<file path="src/rtl/core/fuzzy_speed_angle_power_controller_core_defines.svh">
// Assertion macros shared by the fuzzy power controller RTL.
// Each macro expects aclk and aresetn in the scope where it is used.
`ifndef FUZZY_SPEED_ANGLE_POWER_CONTROLLER_CORE_DEFINES_SVH
`define FUZZY_SPEED_ANGLE_POWER_CONTROLLER_CORE_DEFINES_SVH

// Same-cycle implication, checked out of reset
`define FSPC_ASSERT_IMP(lbl, ante, cons, msg) \
    lbl: assert property (@(posedge aclk) disable iff (!aresetn) (ante) |-> (cons)) \
        else $error(msg);

// Next-cycle implication, checked out of reset
`define FSPC_ASSERT_NXT(lbl, ante, cons, msg) \
    lbl: assert property (@(posedge aclk) disable iff (!aresetn) (ante) |=> (cons)) \
        else $error(msg);

`endif

</file>
<file path="src/rtl/core/fspc_pkg.sv">
// Shared types and constants of the fuzzy power controller.
// No dependencies; used by every module of the block.
`default_nettype none

package fspc_pkg;

    // Field widths fixed by the stream format
    localparam int SPEED_W    = 12;
    localparam int ANGLE_W    = 13;
    localparam int CENTER_W   = 10;
    localparam int STRENGTH_W = 9;
    localparam int S_TDATA_W  = 32;
    localparam int M_TDATA_W  = 48;

    // Configuration register map
    localparam int                CFG_INDEX_W       = 2;
    localparam logic [CFG_INDEX_W-1:0] CFG_CENTER_LOW    = 2'd0;
    localparam logic [CFG_INDEX_W-1:0] CFG_CENTER_MEDIUM = 2'd1;
    localparam logic [CFG_INDEX_W-1:0] CFG_CENTER_HIGH   = 2'd2;

    localparam logic [CENTER_W-1:0] CENTER_LOW_RST    = 10'd300;
    localparam logic [CENTER_W-1:0] CENTER_MEDIUM_RST = 10'd500;
    localparam logic [CENTER_W-1:0] CENTER_HIGH_RST   = 10'd700;

    // Divide by three: floor(x * 21846 / 2^16) is exact for x below 2^15
    localparam int              DIV3_IN_W  = 16;
    localparam logic [15:0]     DIV3_MUL   = 16'd21846;
    localparam int              DIV3_SHIFT = 16;

    // Queue between classification and defuzzification
    localparam int QUEUE_DEPTH = 4;
    localparam int QUEUE_PTR_W = 2;
    localparam int QUEUE_CNT_W = 3;

    // Output power classes
    typedef enum logic [1:0] {
        CLS_LOW,
        CLS_MEDIUM,
        CLS_HIGH
    } fspc_class_t;

    localparam int NUM_SPEED_SETS = 3;
    localparam int NUM_ANGLE_SETS = 5;
    localparam int NUM_CLASSES    = 3;

    // Rule base: rows speed low/medium/high, columns LN, SN, Z, SP, LP
    localparam fspc_class_t RULE_CLASS [NUM_SPEED_SETS][NUM_ANGLE_SETS] = '{
        '{CLS_LOW,    CLS_MEDIUM, CLS_HIGH,   CLS_MEDIUM, CLS_LOW},
        '{CLS_MEDIUM, CLS_LOW,    CLS_HIGH,   CLS_LOW,    CLS_MEDIUM},
        '{CLS_MEDIUM, CLS_LOW,    CLS_MEDIUM, CLS_LOW,    CLS_MEDIUM}
    };

endpackage

`default_nettype wire

</file>
<file path="src/rtl/core/fspc_front.sv">
// Front end: grades speed and angle by trapezoid sets, then applies the
// min/max rule base. Depends on fspc_pkg.
`default_nettype none

module fspc_front #(
    parameter int FRAC_BITS = 8
) (
    input  wire logic                                  aclk,
    input  wire logic                                  aresetn,
    input  wire logic                                  s_tvalid,
    output      logic                                  s_tready,
    input  wire logic [fspc_pkg::SPEED_W-1:0]          speed_in,
    input  wire logic signed [fspc_pkg::ANGLE_W-1:0]   angle_in,
    input  wire logic                                  q_full,
    output      logic                                  q_push,
    output      logic [fspc_pkg::NUM_CLASSES*(FRAC_BITS+1)-1:0] q_data
);

    localparam int MW    = FRAC_BITS + 1;
    localparam int IW    = (FRAC_BITS + 6 > 16) ? FRAC_BITS + 6 : 16;
    localparam int ONE_I = 1 << FRAC_BITS;

    localparam logic signed [IW-1:0] ZERO = '0;
    localparam logic signed [IW-1:0] U2   = IW'(2 * ONE_I);
    localparam logic signed [IW-1:0] U3   = IW'(3 * ONE_I);
    localparam logic signed [IW-1:0] U5   = IW'(5 * ONE_I);
    localparam logic signed [IW-1:0] U6   = IW'(6 * ONE_I);
    localparam logic signed [IW-1:0] U8   = IW'(8 * ONE_I);
    localparam logic signed [IW-1:0] U9   = IW'(9 * ONE_I);
    localparam logic signed [IW-1:0] UM2  = IW'(-2 * ONE_I);
    localparam logic signed [IW-1:0] UM5  = IW'(-5 * ONE_I);
    localparam logic [MW-1:0]        ONE  = MW'(ONE_I);

    // Nonnegative value below 3.0 divided by three, truncated
    function automatic logic [MW-1:0] div3(input logic signed [IW-1:0] x);
        logic [2*fspc_pkg::DIV3_IN_W-1:0] prod;
        prod = x[fspc_pkg::DIV3_IN_W-1:0] * fspc_pkg::DIV3_MUL;
        return MW'(prod >> fspc_pkg::DIV3_SHIFT);
    endfunction

    function automatic logic [MW-1:0] half(input logic signed [IW-1:0] x);
        return MW'(x >>> 1);
    endfunction

    logic signed [IW-1:0] s;
    logic signed [IW-1:0] a;
    logic [MW-1:0] ms_next [fspc_pkg::NUM_SPEED_SETS];
    logic [MW-1:0] ma_next [fspc_pkg::NUM_ANGLE_SETS];
    logic [MW-1:0] ms_reg  [fspc_pkg::NUM_SPEED_SETS];
    logic [MW-1:0] ma_reg  [fspc_pkg::NUM_ANGLE_SETS];
    logic          f1_valid_reg;
    logic          f1_valid_next;
    logic          f1_adv;
    logic [MW-1:0] cls    [fspc_pkg::NUM_CLASSES];

    assign s = $signed(IW'(speed_in));
    assign a = IW'(angle_in);

    // Speed memberships: low, medium, high
    always_comb begin
        if (s <= U3) begin
            ms_next[0] = ONE;
        end else if (s < U6) begin
            ms_next[0] = div3(U6 - s);
        end else begin
            ms_next[0] = '0;
        end

        if (s <= U3) begin
            ms_next[1] = '0;
        end else if (s < U6) begin
            ms_next[1] = div3(s - U3);
        end else if (s <= U8) begin
            ms_next[1] = ONE;
        end else if (s < U9) begin
            ms_next[1] = MW'(U9 - s);
        end else begin
            ms_next[1] = '0;
        end

        if (s <= U8) begin
            ms_next[2] = '0;
        end else if (s < U9) begin
            ms_next[2] = MW'(s - U8);
        end else begin
            ms_next[2] = ONE;
        end
    end

    // Angle memberships: LN, SN, Z, SP, LP
    always_comb begin
        if (a <= UM5) begin
            ma_next[0] = ONE;
        end else if (a < UM2) begin
            ma_next[0] = div3(-a - U2);
        end else begin
            ma_next[0] = '0;
        end

        if (a <= UM5) begin
            ma_next[1] = '0;
        end else if (a <= UM2) begin
            ma_next[1] = div3(a + U5);
        end else if (a < ZERO) begin
            ma_next[1] = half(-a);
        end else begin
            ma_next[1] = '0;
        end

        if (a <= UM2) begin
            ma_next[2] = '0;
        end else if (a <= ZERO) begin
            ma_next[2] = half(a + U2);
        end else if (a < U2) begin
            ma_next[2] = half(U2 - a);
        end else begin
            ma_next[2] = '0;
        end

        if (a <= ZERO) begin
            ma_next[3] = '0;
        end else if (a <= U2) begin
            ma_next[3] = half(a);
        end else if (a < U5) begin
            ma_next[3] = div3(U5 - a);
        end else begin
            ma_next[3] = '0;
        end

        if (a <= U2) begin
            ma_next[4] = '0;
        end else if (a < U5) begin
            ma_next[4] = div3(a - U2);
        end else begin
            ma_next[4] = ONE;
        end
    end

    // Grade stage advances unless its item is blocked by a full queue
    assign f1_adv        = !f1_valid_reg || !q_full;
    assign s_tready      = f1_adv;
    assign f1_valid_next = f1_adv ? s_tvalid : f1_valid_reg;

    always_ff @(posedge aclk) begin
        if (!aresetn) begin
            f1_valid_reg <= 1'b0;
        end else begin
            f1_valid_reg <= f1_valid_next;
        end
    end

    always_ff @(posedge aclk) begin
        if (f1_adv && s_tvalid) begin
            ms_reg <= ms_next;
            ma_reg <= ma_next;
        end
    end

    // Rule base: min of the two grades, max over the rules of each class
    always_comb begin
        logic [MW-1:0] rmin;
        for (int c = 0; c < fspc_pkg::NUM_CLASSES; c++) begin
            cls[c] = '0;
            for (int i = 0; i < fspc_pkg::NUM_SPEED_SETS; i++) begin
                for (int j = 0; j < fspc_pkg::NUM_ANGLE_SETS; j++) begin
                    rmin = (ms_reg[i] < ma_reg[j]) ? ms_reg[i] : ma_reg[j];
                    if (int'(fspc_pkg::RULE_CLASS[i][j]) == c && rmin > cls[c]) begin
                        cls[c] = rmin;
                    end
                end
            end
        end
    end

    assign q_push = f1_valid_reg && !q_full;
    assign q_data = {cls[2], cls[1], cls[0]};

endmodule

`default_nettype wire

</file>
<file path="src/rtl/core/fspc_queue.sv">
// Short first-in first-out queue of class strengths between the front end
// and the defuzzifier. Depends on fspc_pkg.
`default_nettype none

module fspc_queue #(
    parameter int WIDTH = 27
) (
    input  wire logic             aclk,
    input  wire logic             aresetn,
    input  wire logic             push,
    input  wire logic [WIDTH-1:0] push_data,
    output      logic             full,
    output      logic             pop_valid,
    input  wire logic             pop_ready,
    output      logic [WIDTH-1:0] pop_data
);

    logic [WIDTH-1:0]                   slot_reg [fspc_pkg::QUEUE_DEPTH];
    logic [fspc_pkg::QUEUE_PTR_W-1:0]   wr_ptr_reg, wr_ptr_next;
    logic [fspc_pkg::QUEUE_PTR_W-1:0]   rd_ptr_reg, rd_ptr_next;
    logic [fspc_pkg::QUEUE_CNT_W-1:0]   count_reg, count_next;
    logic                               pop;

    assign full      = count_reg == fspc_pkg::QUEUE_CNT_W'(fspc_pkg::QUEUE_DEPTH);
    assign pop_valid = count_reg != '0;
    assign pop       = pop_valid && pop_ready;
    assign pop_data  = slot_reg[rd_ptr_reg];

    // Advance pointers and occupancy
    always_comb begin
        wr_ptr_next = push ? wr_ptr_reg + 1'b1 : wr_ptr_reg;
        rd_ptr_next = pop  ? rd_ptr_reg + 1'b1 : rd_ptr_reg;
        count_next  = count_reg;
        if (push && !pop) begin
            count_next = count_reg + 1'b1;
        end else if (pop && !push) begin
            count_next = count_reg - 1'b1;
        end
    end

    always_ff @(posedge aclk) begin
        if (!aresetn) begin
            wr_ptr_reg <= '0;
            rd_ptr_reg <= '0;
            count_reg  <= '0;
        end else begin
            wr_ptr_reg <= wr_ptr_next;
            rd_ptr_reg <= rd_ptr_next;
            count_reg  <= count_next;
        end
    end

    // Store the pushed item
    always_ff @(posedge aclk) begin
        if (push) begin
            slot_reg[wr_ptr_reg] <= push_data;
        end
    end

endmodule

`default_nettype wire

</file>
<file path="src/rtl/core/fspc_back.sv">
// Back end: weights the class strengths by the centers, picks the strongest
// class and divides with a pipelined restoring divider. Depends on fspc_pkg.
`default_nettype none

module fspc_back #(
    parameter int FRAC_BITS = 8
) (
    input  wire logic                                   aclk,
    input  wire logic                                   aresetn,
    input  wire logic                                   q_valid,
    output      logic                                   q_ready,
    input  wire logic [fspc_pkg::NUM_CLASSES*(FRAC_BITS+1)-1:0] q_data,
    input  wire logic [fspc_pkg::CENTER_W-1:0]          center_low,
    input  wire logic [fspc_pkg::CENTER_W-1:0]          center_medium,
    input  wire logic [fspc_pkg::CENTER_W-1:0]          center_high,
    output      logic                                   m_valid,
    input  wire logic                                   m_ready,
    output      logic [fspc_pkg::STRENGTH_W-1:0]        strength_low,
    output      logic [fspc_pkg::STRENGTH_W-1:0]        strength_medium,
    output      logic [fspc_pkg::STRENGTH_W-1:0]        strength_high,
    output      logic [fspc_pkg::CENTER_W-1:0]          power_mean_max,
    output      logic [fspc_pkg::CENTER_W-1:0]          power_weighted,
    output      logic                                   nothing_fired
);

    localparam int MW  = FRAC_BITS + 1;
    localparam int QW  = fspc_pkg::CENTER_W;
    localparam int PW  = QW + MW;
    localparam int NW  = PW + 2;
    localparam int DW  = MW + 2;
    localparam int CW  = fspc_pkg::NUM_CLASSES * MW;
    localparam int SBW = CW + QW + 1;

    logic          adv;

    // Product stage
    logic          b0_valid_reg;
    logic [PW-1:0] prod_reg [fspc_pkg::NUM_CLASSES];
    logic [CW-1:0] b0_cls_reg;
    logic [MW-1:0] c_low, c_med, c_high;

    // Sum and select, feeding divider stage zero
    logic [NW-1:0] num_next;
    logic [DW-1:0] den_next;
    logic [QW-1:0] mean_next;
    logic          none_next;
    logic [MW-1:0] best_val;
    logic [QW-1:0] best_ctr;

    // Divider stages: sideband holds strengths, mean-of-max and the empty flag
    logic [QW:0]    dv_valid_reg;
    logic [NW-1:0]  dv_rem_reg  [QW+1];
    logic [DW-1:0]  dv_den_reg  [QW+1];
    logic [QW-1:0]  dv_q_reg    [QW+1];
    logic [SBW-1:0] dv_sb_reg   [QW+1];
    logic [NW-1:0]  dv_rem_next [QW];
    logic [QW-1:0]  dv_q_next   [QW];

    // Output register
    logic           m_valid_reg;
    logic [CW-1:0]  out_cls_reg;
    logic [QW-1:0]  out_mean_reg;
    logic [QW-1:0]  out_wavg_reg;
    logic           out_none_reg;
    logic [SBW-1:0] last_sb;

    // Whole back pipeline moves together while the output slot can take an item
    assign adv     = !m_valid_reg || m_ready;
    assign q_ready = adv;

    always_ff @(posedge aclk) begin
        if (!aresetn) begin
            b0_valid_reg <= 1'b0;
            dv_valid_reg <= '0;
            m_valid_reg  <= 1'b0;
        end else if (adv) begin
            b0_valid_reg <= q_valid;
            dv_valid_reg <= {dv_valid_reg[QW-1:0], b0_valid_reg};
            m_valid_reg  <= dv_valid_reg[QW];
        end
    end

    // Weight each strength by its center
    always_ff @(posedge aclk) begin
        if (adv) begin
            prod_reg[0] <= PW'(center_low    * q_data[0*MW +: MW]);
            prod_reg[1] <= PW'(center_medium * q_data[1*MW +: MW]);
            prod_reg[2] <= PW'(center_high   * q_data[2*MW +: MW]);
            b0_cls_reg  <= q_data;
        end
    end

    assign c_low  = b0_cls_reg[0*MW +: MW];
    assign c_med  = b0_cls_reg[1*MW +: MW];
    assign c_high = b0_cls_reg[2*MW +: MW];

    // Sum numerator and denominator; pick strongest class, lower one on ties
    always_comb begin
        num_next  = NW'(prod_reg[0]) + NW'(prod_reg[1]) + NW'(prod_reg[2]);
        den_next  = DW'(c_low) + DW'(c_med) + DW'(c_high);
        none_next = den_next == '0;
        if (c_med > c_low) begin
            best_val = c_med;
            best_ctr = center_medium;
        end else begin
            best_val = c_low;
            best_ctr = center_low;
        end
        if (c_high > best_val) begin
            best_ctr = center_high;
        end
        mean_next = none_next ? '0 : best_ctr;
    end

    // One quotient bit per stage, most significant first
    always_comb begin
        logic [NW-1:0] trial;
        for (int i = 0; i < QW; i++) begin
            trial = NW'(dv_den_reg[i]) << (QW - 1 - i);
            if (dv_rem_reg[i] >= trial) begin
                dv_rem_next[i] = dv_rem_reg[i] - trial;
                dv_q_next[i]   = dv_q_reg[i] | (QW'(1) << (QW - 1 - i));
            end else begin
                dv_rem_next[i] = dv_rem_reg[i];
                dv_q_next[i]   = dv_q_reg[i];
            end
        end
    end

    always_ff @(posedge aclk) begin
        if (adv) begin
            dv_rem_reg[0] <= num_next;
            dv_den_reg[0] <= den_next;
            dv_q_reg[0]   <= '0;
            dv_sb_reg[0]  <= {none_next, mean_next, b0_cls_reg};
            for (int i = 0; i < QW; i++) begin
                dv_rem_reg[i+1] <= dv_rem_next[i];
                dv_den_reg[i+1] <= dv_den_reg[i];
                dv_q_reg[i+1]   <= dv_q_next[i];
                dv_sb_reg[i+1]  <= dv_sb_reg[i];
            end
        end
    end

    // Load the output slot; zero the average when nothing fired
    assign last_sb = dv_sb_reg[QW];

    always_ff @(posedge aclk) begin
        if (adv) begin
            out_cls_reg  <= last_sb[CW-1:0];
            out_mean_reg <= last_sb[CW +: QW];
            out_none_reg <= last_sb[SBW-1];
            out_wavg_reg <= last_sb[SBW-1] ? '0 : dv_q_reg[QW];
        end
    end

    assign m_valid         = m_valid_reg;
    assign strength_low    = fspc_pkg::STRENGTH_W'(out_cls_reg[0*MW +: MW]);
    assign strength_medium = fspc_pkg::STRENGTH_W'(out_cls_reg[1*MW +: MW]);
    assign strength_high   = fspc_pkg::STRENGTH_W'(out_cls_reg[2*MW +: MW]);
    assign power_mean_max  = out_mean_reg;
    assign power_weighted  = out_wavg_reg;
    assign nothing_fired   = out_none_reg;

endmodule

`default_nettype wire

</file>
<file path="src/rtl/core/fuzzy_speed_angle_power_controller_core.sv">
// Top level of the fuzzy speed/angle power controller: configuration
// registers, front end, queue and back end. Depends on fspc_pkg and the defines.
//
//   Channel  Dir  Payload
//   s_       in   speed_in, angle_in
//   m_       out  strengths, mean-of-max power, weighted power, nothing_fired
//   cfg_     in   center_low, center_medium, center_high
//
// One item per cycle sustained while m_tready stays high. A result is offered
// once its item has passed the grade register, queue slot, product stage,
// QW + 1 restoring divider stages and the output register.
// A four-entry queue lets the front keep accepting while the output stalls.
// Reset is synchronous, active low, and restores the default centers.
`default_nettype none
`include "fuzzy_speed_angle_power_controller_core_defines.svh"

module fuzzy_speed_angle_power_controller_core #(
    parameter int FRAC_BITS = 8
) (
    input  wire logic                                  aclk,
    input  wire logic                                  aresetn,
    input  wire logic                                  s_tvalid,
    output      logic                                  s_tready,
    // [11:0] speed_in, [24:12] angle_in, [31:25] zero
    input  wire logic [fspc_pkg::S_TDATA_W-1:0]        s_tdata,
    output      logic                                  m_tvalid,
    input  wire logic                                  m_tready,
    // [8:0] strength_low, [17:9] strength_medium, [26:18] strength_high,
    // [36:27] power_mean_max, [46:37] power_weighted, [47] nothing_fired
    output      logic [fspc_pkg::M_TDATA_W-1:0]        m_tdata,
    input  wire logic                                  cfg_we,
    input  wire logic [fspc_pkg::CFG_INDEX_W-1:0]      cfg_index,
    input  wire logic [fspc_pkg::CENTER_W-1:0]         cfg_wdata
);

    localparam int MW = FRAC_BITS + 1;
    localparam int CW = fspc_pkg::NUM_CLASSES * MW;

    logic [fspc_pkg::CENTER_W-1:0] center_low_reg, center_low_next;
    logic [fspc_pkg::CENTER_W-1:0] center_medium_reg, center_medium_next;
    logic [fspc_pkg::CENTER_W-1:0] center_high_reg, center_high_next;

    logic          q_push;
    logic          q_full;
    logic [CW-1:0] q_push_data;
    logic          q_valid;
    logic          q_ready;
    logic [CW-1:0] q_pop_data;

    logic [fspc_pkg::STRENGTH_W-1:0] strength_low;
    logic [fspc_pkg::STRENGTH_W-1:0] strength_medium;
    logic [fspc_pkg::STRENGTH_W-1:0] strength_high;
    logic [fspc_pkg::CENTER_W-1:0]   power_mean_max;
    logic [fspc_pkg::CENTER_W-1:0]   power_weighted;
    logic                            nothing_fired;

    // Decode configuration writes; unmapped indexes are dropped
    always_comb begin
        center_low_next    = center_low_reg;
        center_medium_next = center_medium_reg;
        center_high_next   = center_high_reg;
        if (cfg_we) begin
            case (cfg_index)
                fspc_pkg::CFG_CENTER_LOW:    center_low_next    = cfg_wdata;
                fspc_pkg::CFG_CENTER_MEDIUM: center_medium_next = cfg_wdata;
                fspc_pkg::CFG_CENTER_HIGH:   center_high_next   = cfg_wdata;
                default: ;
            endcase
        end
    end

    always_ff @(posedge aclk) begin
        if (!aresetn) begin
            center_low_reg    <= fspc_pkg::CENTER_LOW_RST;
            center_medium_reg <= fspc_pkg::CENTER_MEDIUM_RST;
            center_high_reg   <= fspc_pkg::CENTER_HIGH_RST;
        end else begin
            center_low_reg    <= center_low_next;
            center_medium_reg <= center_medium_next;
            center_high_reg   <= center_high_next;
        end
    end

    fspc_front #(
        .FRAC_BITS (FRAC_BITS)
    ) u_front (
        .aclk     (aclk),
        .aresetn  (aresetn),
        .s_tvalid (s_tvalid),
        .s_tready (s_tready),
        .speed_in (s_tdata[fspc_pkg::SPEED_W-1:0]),
        .angle_in ($signed(s_tdata[fspc_pkg::SPEED_W +: fspc_pkg::ANGLE_W])),
        .q_full   (q_full),
        .q_push   (q_push),
        .q_data   (q_push_data)
    );

    fspc_queue #(
        .WIDTH (CW)
    ) u_queue (
        .aclk      (aclk),
        .aresetn   (aresetn),
        .push      (q_push),
        .push_data (q_push_data),
        .full      (q_full),
        .pop_valid (q_valid),
        .pop_ready (q_ready),
        .pop_data  (q_pop_data)
    );

    fspc_back #(
        .FRAC_BITS (FRAC_BITS)
    ) u_back (
        .aclk            (aclk),
        .aresetn         (aresetn),
        .q_valid         (q_valid),
        .q_ready         (q_ready),
        .q_data          (q_pop_data),
        .center_low      (center_low_reg),
        .center_medium   (center_medium_reg),
        .center_high     (center_high_reg),
        .m_valid         (m_tvalid),
        .m_ready         (m_tready),
        .strength_low    (strength_low),
        .strength_medium (strength_medium),
        .strength_high   (strength_high),
        .power_mean_max  (power_mean_max),
        .power_weighted  (power_weighted),
        .nothing_fired   (nothing_fired)
    );

    // Pack the result item, first field lowest
    assign m_tdata = {nothing_fired, power_weighted, power_mean_max,
                      strength_high, strength_medium, strength_low};

    // Front never pushes into a full queue
    `FSPC_ASSERT_IMP(a_no_push_when_full, q_push, !q_full, "push into full queue")

    // An empty rule firing gives zero strengths and zero powers
    `FSPC_ASSERT_IMP(a_none_zeroes, m_tvalid && nothing_fired,
        strength_low == '0 && strength_medium == '0 && strength_high == '0 &&
        power_mean_max == '0 && power_weighted == '0, "nothing fired but fields set")

    // Mean-of-max is always one of the configured centers when a rule fired
    `FSPC_ASSERT_IMP(a_mean_is_center, m_tvalid && !nothing_fired,
        power_mean_max == center_low_reg || power_mean_max == center_medium_reg ||
        power_mean_max == center_high_reg, "mean-of-max not a center")

endmodule

`default_nettype wire

</file>
<file path="config.mk">
export PLATFORM = sky130hd
export DESIGN_NAME = fuzzy_speed_angle_power_controller_core
export DESIGN_NICKNAME = d
export VERILOG_FILES = /design/src/rtl/core/fspc_pkg.sv /design/src/rtl/core/fspc_front.sv /design/src/rtl/core/fspc_queue.sv /design/src/rtl/core/fspc_back.sv /design/src/rtl/core/fuzzy_speed_angle_power_controller_core.sv
export VERILOG_INCLUDE_DIRS = /design/src /design/src/rtl/core
export SDC_FILE = /design/constraint.sdc
export NUM_CORES = 2
export LEC_CHECK = 0
export BUFFER_PORTS_ARGS = -buffer_cell sky130_fd_sc_hd__buf_4
export CORE_AREA = 4 4 397 399
export CTS_CLUSTER_SIZE = 8
export DETAILED_ROUTE_END_ITERATION = 10
export DIE_AREA = 0 0 401 403
export HOLD_SLACK_MARGIN = 0.05
export PLACE_DENSITY_LB_ADDON = 0.1
export SLEW_MARGIN = 20
export SYNTH_ARGS = -nofsm -noshare
export SYNTH_HDL_FRONTEND = slang
export SYNTH_HIERARCHICAL = 1
export SYNTH_SLANG_ARGS = --single-unit
</file>
<file path="constraint.sdc">
create_clock -name aclk -period 31 [get_ports aclk]
set_input_delay 3.1 -clock aclk [delete_from_list [all_inputs] [get_ports aclk]]
set_output_delay 3.1 -clock aclk [all_outputs]
set_load 0.005 [all_outputs]
</file>
# Yosys cells after proc, flatten, opt, wreduce, memory -nomap -nowiden
# Memory sizes are Yosys's and may differ from the RTL's. A register that Yosys moved wholly into a read port is not among the register bits.
# Index checks and enable logic that the tools add are counted.
dict set report word_totals {
  ram_bits 1045
  out_inout_bits 50
  n_memories 6
  reg_bits 188
  in_bits 49
  wordCells 229
}
# memory words width rd rd_clocked_by_memory_dff write_ports line
set memory_table {}
lappend memory_table {u_back.dv_sb_reg 11 38 11 0 11 fspc_back.sv:55} ;# logic [SBW-1:0] dv_sb_reg [QW+1];
lappend memory_table {u_back.dv_rem_reg 11 21 10 0 11 fspc_back.sv:52} ;# logic [NW-1:0] dv_rem_reg [QW+1];
lappend memory_table {u_back.dv_den_reg 11 11 10 0 11 fspc_back.sv:53} ;# logic [DW-1:0] dv_den_reg [QW+1];
lappend memory_table {u_back.dv_q_reg 11 10 11 1 11 fspc_back.sv:54} ;# logic [QW-1:0] dv_q_reg [QW+1];
lappend memory_table {u_queue.slot_reg 4 27 1 1 1 fspc_queue.sv:18} ;# logic [WIDTH-1:0] slot_reg [fspc_pkg::QUEUE_DEPTH];
lappend memory_table {u_back.prod_reg 3 19 3 0 3 fspc_back.sv:38} ;# logic [PW-1:0] prod_reg [fspc_pkg::NUM_CLASSES];
dict set report op_classes {
  n_reduce_logical 23
  eq_ne 3
  multipliers 9
  muxes 75
  n_lt_le_gt_ge 54
  add_sub_neg 29
  bitwise 4
}
# operator n
set op_table {}
lappend op_table {{9-bit two-way mux} 45}
lappend op_table {{21-bit two-way mux} 10}
lappend op_table {{16-bit by 14-bit multiplier with 24-bit output, second input constant} 6}
lappend op_table {{9-bit < comparator} 15}
lappend op_table {{9-bit greater-than comparator} 14}
lappend op_table {{10-bit by 9-bit multiplier with 19-bit output} 3}
lappend op_table {{10-bit two-way mux} 4}
lappend op_table {{9-bit by 1-bit greater-than comparator with 1-bit output, second input constant} 3}
lappend op_table {{21-bit by 19-bit adder with 21-bit output} 1}
lappend op_table {{21-bit by 11-bit greater-or-equal comparator with 1-bit output} 1}
lappend op_table {{21-bit by 12-bit greater-or-equal comparator with 1-bit output} 1}
lappend op_table {{21-bit by 13-bit greater-or-equal comparator with 1-bit output} 1}
lappend op_table {{21-bit by 14-bit greater-or-equal comparator with 1-bit output} 1}
lappend op_table {{21-bit by 15-bit greater-or-equal comparator with 1-bit output} 1}
lappend op_table {{21-bit by 16-bit greater-or-equal comparator with 1-bit output} 1}
lappend op_table {{21-bit by 17-bit greater-or-equal comparator with 1-bit output} 1}
lappend op_table {{21-bit by 18-bit greater-or-equal comparator with 1-bit output} 1}
lappend op_table {{21-bit by 19-bit greater-or-equal comparator with 1-bit output} 1}
lappend op_table {{21-bit by 20-bit greater-or-equal comparator with 1-bit output} 1}
lappend op_table {{21-bit by 11-bit subtractor with 21-bit output} 1}
lappend op_table {{21-bit by 12-bit subtractor with 21-bit output} 1}
lappend op_table {{21-bit by 13-bit subtractor with 21-bit output} 1}
lappend op_table {{21-bit by 14-bit subtractor with 21-bit output} 1}
lappend op_table {{21-bit by 15-bit subtractor with 21-bit output} 1}
lappend op_table {{other kinds (55)} 81}

# Logic depth before layout (Yosys ltp)
dict set report depth {
  word_depth 16
  depth_mapped 72
  depth_no_buf 66
}

# Modules after synthesis
# Netlist, hierarchy kept.
# mod area_each_um2 instances cells_each seq_area_each_um2
set modules_own_cells {}
lappend modules_own_cells {fspc_back 46832.4 1 3397 28036.9}
lappend modules_own_cells {fspc_front 28618.7 1 3104 2182.1}
lappend modules_own_cells {fspc_queue 4420.5 1 184 3423.3}
lappend modules_own_cells {fuzzy_speed_angle_power_controller_core 1256.2 1 124 600.6}

# Worst setup path after synthesis
# Ideal clock, no wire load.
dict set report synth_timing {
  kind {input -> register}
  start {in m_tready}
  end {reg with a tool-made name}
  n_path_buf 1
  path_stages 6
  slack_ns -0.789
  arrival_ns 31.725
  path_cell_list {nor2b_1 inv_1 clkbuf_1 o311ai_2 xnor2_1 and2_1}
}
# element line
set synth_rtl {}
lappend synth_rtl {{from (decl)} fuzzy_speed_angle_power_controller_core.sv:27} ;# input wire logic m_tready,

# Worst setup path in the final report
dict set report layout_timing {
  start {reg u_front/ms_reg[23] (netlist bit)}
  end {mem u_queue.slot_reg[1][16], data pin}
}
dict set report layout_via {
  elab_chain_len 16
}
# element line
set layout_lines {}
lappend layout_lines {{from (decl)} fspc_front.sv:49} ;# logic [MW-1:0] ms_reg [fspc_pkg::NUM_SPEED_SETS];
lappend layout_lines {{from (signal assigned)} fspc_front.sv:154} ;# ms_reg <= ms_next;
lappend layout_lines {{9-bit < comparator} n/a}
lappend layout_lines {{9-bit two-way mux} n/a}
lappend layout_lines {{9-bit by 1-bit greater-than comparator with 1-bit output} fspc_front.sv:167} ;# if (int'(fspc_pkg::RULE_CLASS[i][j]) == c && rmin > cls[c]) begin
lappend layout_lines {{9-bit two-way mux} fspc_front.sv:167}
lappend layout_lines {{9-bit greater-than comparator} fspc_front.sv:167}
lappend layout_lines {{9-bit two-way mux (*)} fspc_front.sv:167}
lappend layout_lines {{9-bit greater-than comparator} fspc_front.sv:167}
lappend layout_lines {{9-bit two-way mux (*)} fspc_front.sv:167}
lappend layout_lines {{9-bit greater-than comparator} fspc_front.sv:167}
lappend layout_lines {{9-bit two-way mux (*)} fspc_front.sv:167}
lappend layout_lines {{9-bit greater-than comparator} fspc_front.sv:167}
lappend layout_lines {{9-bit two-way mux (*)} fspc_front.sv:167}
lappend layout_lines {{9-bit greater-than comparator} fspc_front.sv:167}
lappend layout_lines {{9-bit two-way mux (*)} fspc_front.sv:167}
lappend layout_lines {{9-bit greater-than comparator} fspc_front.sv:167}
lappend layout_lines {{9-bit two-way mux (*)} fspc_front.sv:167}
lappend layout_lines {{net q_push_data[16]} fuzzy_speed_angle_power_controller_core.sv:45} ;# logic [CW-1:0] q_push_data;
lappend layout_lines {{to (decl)} fspc_queue.sv:18}
# The timed path passes the listed nets; every way through them passes the cells marked *.

==> results.py <==
metrics = {
    "status": {
        "status": "finished clean",
    },
    "setup_path": {
        "crit_slowest_cell": "edfxtp_1",
        "start_kind": "register",
        "rrSetupSlack_ns": 14.92,
        "r2r_end": "u_queue/slot_reg[1][16]$_DFFE_PP_",
        "worstPathRequired_ns": 31.41,
        "path_class": "register to register",
        "cp.arrival_ns": 16.49,
        "cp_max_fo": 23,
        "r2r_start": "u_front/ms_reg[23]$_SDFFCE_PP0P_",
        "cp_slowest_stage_delay_ns": 0.85,
        "cp-startpoint": "u_front/ms_reg[23]$_SDFFCE_PP0P_",
        "endpoint": "u_queue/slot_reg[1][16]$_DFFE_PP_",
        "endpoint_kind": "register",
        "r2r_cells": 59,
    },
    "placement": {
        "dp_hpwl_um": 138000,
        "placed_area_um2": 84100,
        "io_buffers": 91,
        "place.gp.congestion": 0.909,
    },
    "logic_synthesis": {
        "yosys-top-cells-count": "edfxtp_1 (1105), inv_1 (1027), ha_1 (900), fa_1 (548), nand2_1 (377)",
        "yosysWarnings": 6,
        "syn_area_per_cell_um2": 11.9,
        "netlist_area_um2": 81100,
        "ys.flop_type": "edfxtp_1",
        "synth-async-reset-ratio_pct": 0,
        "netlist.area_leader.share_pct": 40.9,
        "ys_top_cells_by_area": "edfxtp_1 (41%), ha_1 (14%), fa_1 (14%)",
        "synthesis.instances": 6809,
        "ys_seq_area_share_pct": 42.2,
        "synth_edf_count": 1105,
        "ys_ff_latch": 1158,
        "yosysMostFrequentCell": "edfxtp_1",
        "synth_nets": 8306,
        "synth_largest_area_cell": "edfxtp_1",
        "ys_types": 121,
    },
    "grt": {
        "grt_pass1_wl_um": 289000,
        "gr-total-overflow": 0,
        "grt_use_total_pct": 22.6,
        "grt_max_degree": 201,
        "grt_pass1_vias": 51292,
        "antenna_found_initial": 7,
    },
    "sta": {
        "clock.fmax_ghz": 0.0622,
        "hold_ws_ns": 0.379,
        "fin_setup_tns_ns": 0,
        "setup_viol": 0,
        "slew_headroom_pct": 22.2,
        "min_period_ns": 16.08,
        "rsz0062_at_grt": "false",
        "hold_violations": 0,
        "fin_worst_skew_ns": 0.0658,
        "drv_slew": 0,
        "tightest_slew_ns": 1.17,
        "min_period_over_period_pct": 51.9,
    },
    "final_layout": {
        "layout.nets": 8483,
        "syn2layout_area_growth_pct": 9.53,
        "largest_reg_flops": 418,
        "stdcell_area_um2": 88900,
        "drive_gt1_share_pct": 7.37,
    },
    "detailed_routing": {
        "ant_nets": 0,
        "routed_wl_um": 180000,
        "drt_iter0_drc": 3588,
        "drc": 0,
        "wl_per_cell_um": 19.9,
        "vias": 50274,
        "dr.pass1.iters": 5,
        "post_drt_via_cell_ratio": 5.54,
    },
    "clock_tree": {
        "clkSlewWorstSetupHoldPaths_ns": 0.05,
        "clkSinkCount": 1158,
        "worstSkewPairLatency_ns": 0.79,
        "clockBufferDepth": 3,
        "clockRootBuffer": "clkbuf_16",
        "cts_buffers": 165,
        "cts_resized": 0,
        "htreeDepth": 4,
        "postCtsSetupBuffers": 0,
        "cts_tree": "done",
        "ctsHoldBuffers": 0,
    },
    "floorplanning": {
        "die_w_um": 401,
        "coreArea_um2": 154000,
        "dieHeight_um": 403,
        "start_util_pct": 52.7,
        "core.rowCount": 144,
        "ioPinCount": 99,
        "die-area_um2": 162000,
    },
    "hold_path": {
        "hold_path.class": "register to register",
    },
    "run": {
        "maxCapViolCount": 0,
    },
}
-- metrics by stage --
step / worst slack (ns) / cells / util, %
after detailed placement: 15.23 / 8862 / 54.7
after CTS: 15.16 / 9069 / 57.7
after floorplan: 13.97 / 6809 / -
after global routing: 13.67 / 9071 / 57.7
final: 14.92 / 9073 / 57.8
after global placement: 15.12 / 8862 / 54.7
-- metal layers --
metal,track usage (%),part of all wire (%),up-vias
met2,35.2,45,1112
li1,-,-,24176
met5,0,0.0072,-
met4,5.69,2.3,2
met1,33.3,48,24740
met3,3.67,4.9,244
-- placed cells by master (no fill, tap or decap), types with 14 or more instances in the layout --
cell type	n
clkbuf_16	165
o211ai_1	28
and2_1	209
buf_4	140
nor2b_1	97
and3_1	21
nand4_1	50
o21bai_1	24
ha_1	900
xnor2_1	175
or3_1	35
a21oi_1	279
nand2_1	377
clkinv_16	14
o21a_1	68
nor4_1	33
o21ai_0	243
dfxtp_1	52
a211oi_1	49
nor3_1	96
fa_1	548
mux2_2	73
mux2i_1	134
xor2_1	112
a22o_1	15
nor2_1	244
nand2b_1	55
mux4_2	20
a21o_1	122
a21boi_0	25
inv_1	1026
edfxtp_1	1105
o21ai_1	27
nand3_1	90
a31oi_1	22
clkbuf_1	18
o31ai_1	16
-- worst max-delay path: cells and delay by family, from the launching register on --
kind                       cells  cell delay (ns)
buffers and inverters          1             0.07
and+or+nand+nor               15             3.38
adders and majority gates      7             2.20
DFF                            1             0.85
muxes                          1             0.46
AOI/OAI and AO/OA             35             8.75
-- final cells by class --
| class | instances | area, um^2 |
|---|---|---|
| diodes | 3 | 7.51 |
| inverters | 1029 | 3870 |
| clock inverters | 23 | 499 |
| well taps | 2044 | 2560 |
| repair buffers | 143 | 1120 |
| fillers | 12811 | 65000 |
| multi-input cells | 4489 | 42400 |
| clock buffers | 184 | 4210 |
| flip-flops and latches | 1158 | 34200 |
-- how the worst min path moves through the flow --
stage / from / to / cells past startpoint
2_1_floorplan: u_back/dv_q_reg[9][1]$_DFFE_PP_ / u_back/dv_q_reg[10][1]$_DFFE_PP_ / 0
4_1_cts: u_back/dv_sb_reg[5][13]$_DFFE_PP_ / u_back/dv_sb_reg[6][13]$_DFFE_PP_ / 0
3_5_place_dp: u_back/dv_q_reg[1][9]$_DFFE_PP_ / u_back/dv_q_reg[2][9]$_DFFE_PP_ / 0
5_1_grt: u_back/dv_sb_reg[1][0]$_DFFE_PP_ / u_back/dv_sb_reg[2][0]$_DFFE_PP_ / 0
6_report: u_back/dv_sb_reg[1][15]$_DFFE_PP_ / u_back/dv_sb_reg[2][15]$_DFFE_PP_ / 0
3_3_place_gp: u_back/dv_sb_reg[9][25]$_DFFE_PP_ / u_back/dv_sb_reg[10][25]$_DFFE_PP_ / 0
-- logic make-up after synthesis --
| logic type | Yosys count | synth area share, % |
|---|---|---|
| AOI/OAI and AO/OA | 1099 | 8.97 |
| xor gates and xnor gates | 287 | 3.10 |
| adders and majority gates | 1449 | 27.4 |
| buffers and inverters | 1162 | 5.62 |
| DFF | 1158 | 42.2 |
| muxes | 250 | 3.74 |
| and+or+nand+nor | 1404 | 8.94 |
Power is not shown: default switching activity piles up to over one toggle a cycle in this logic, so the estimate is an artifact.
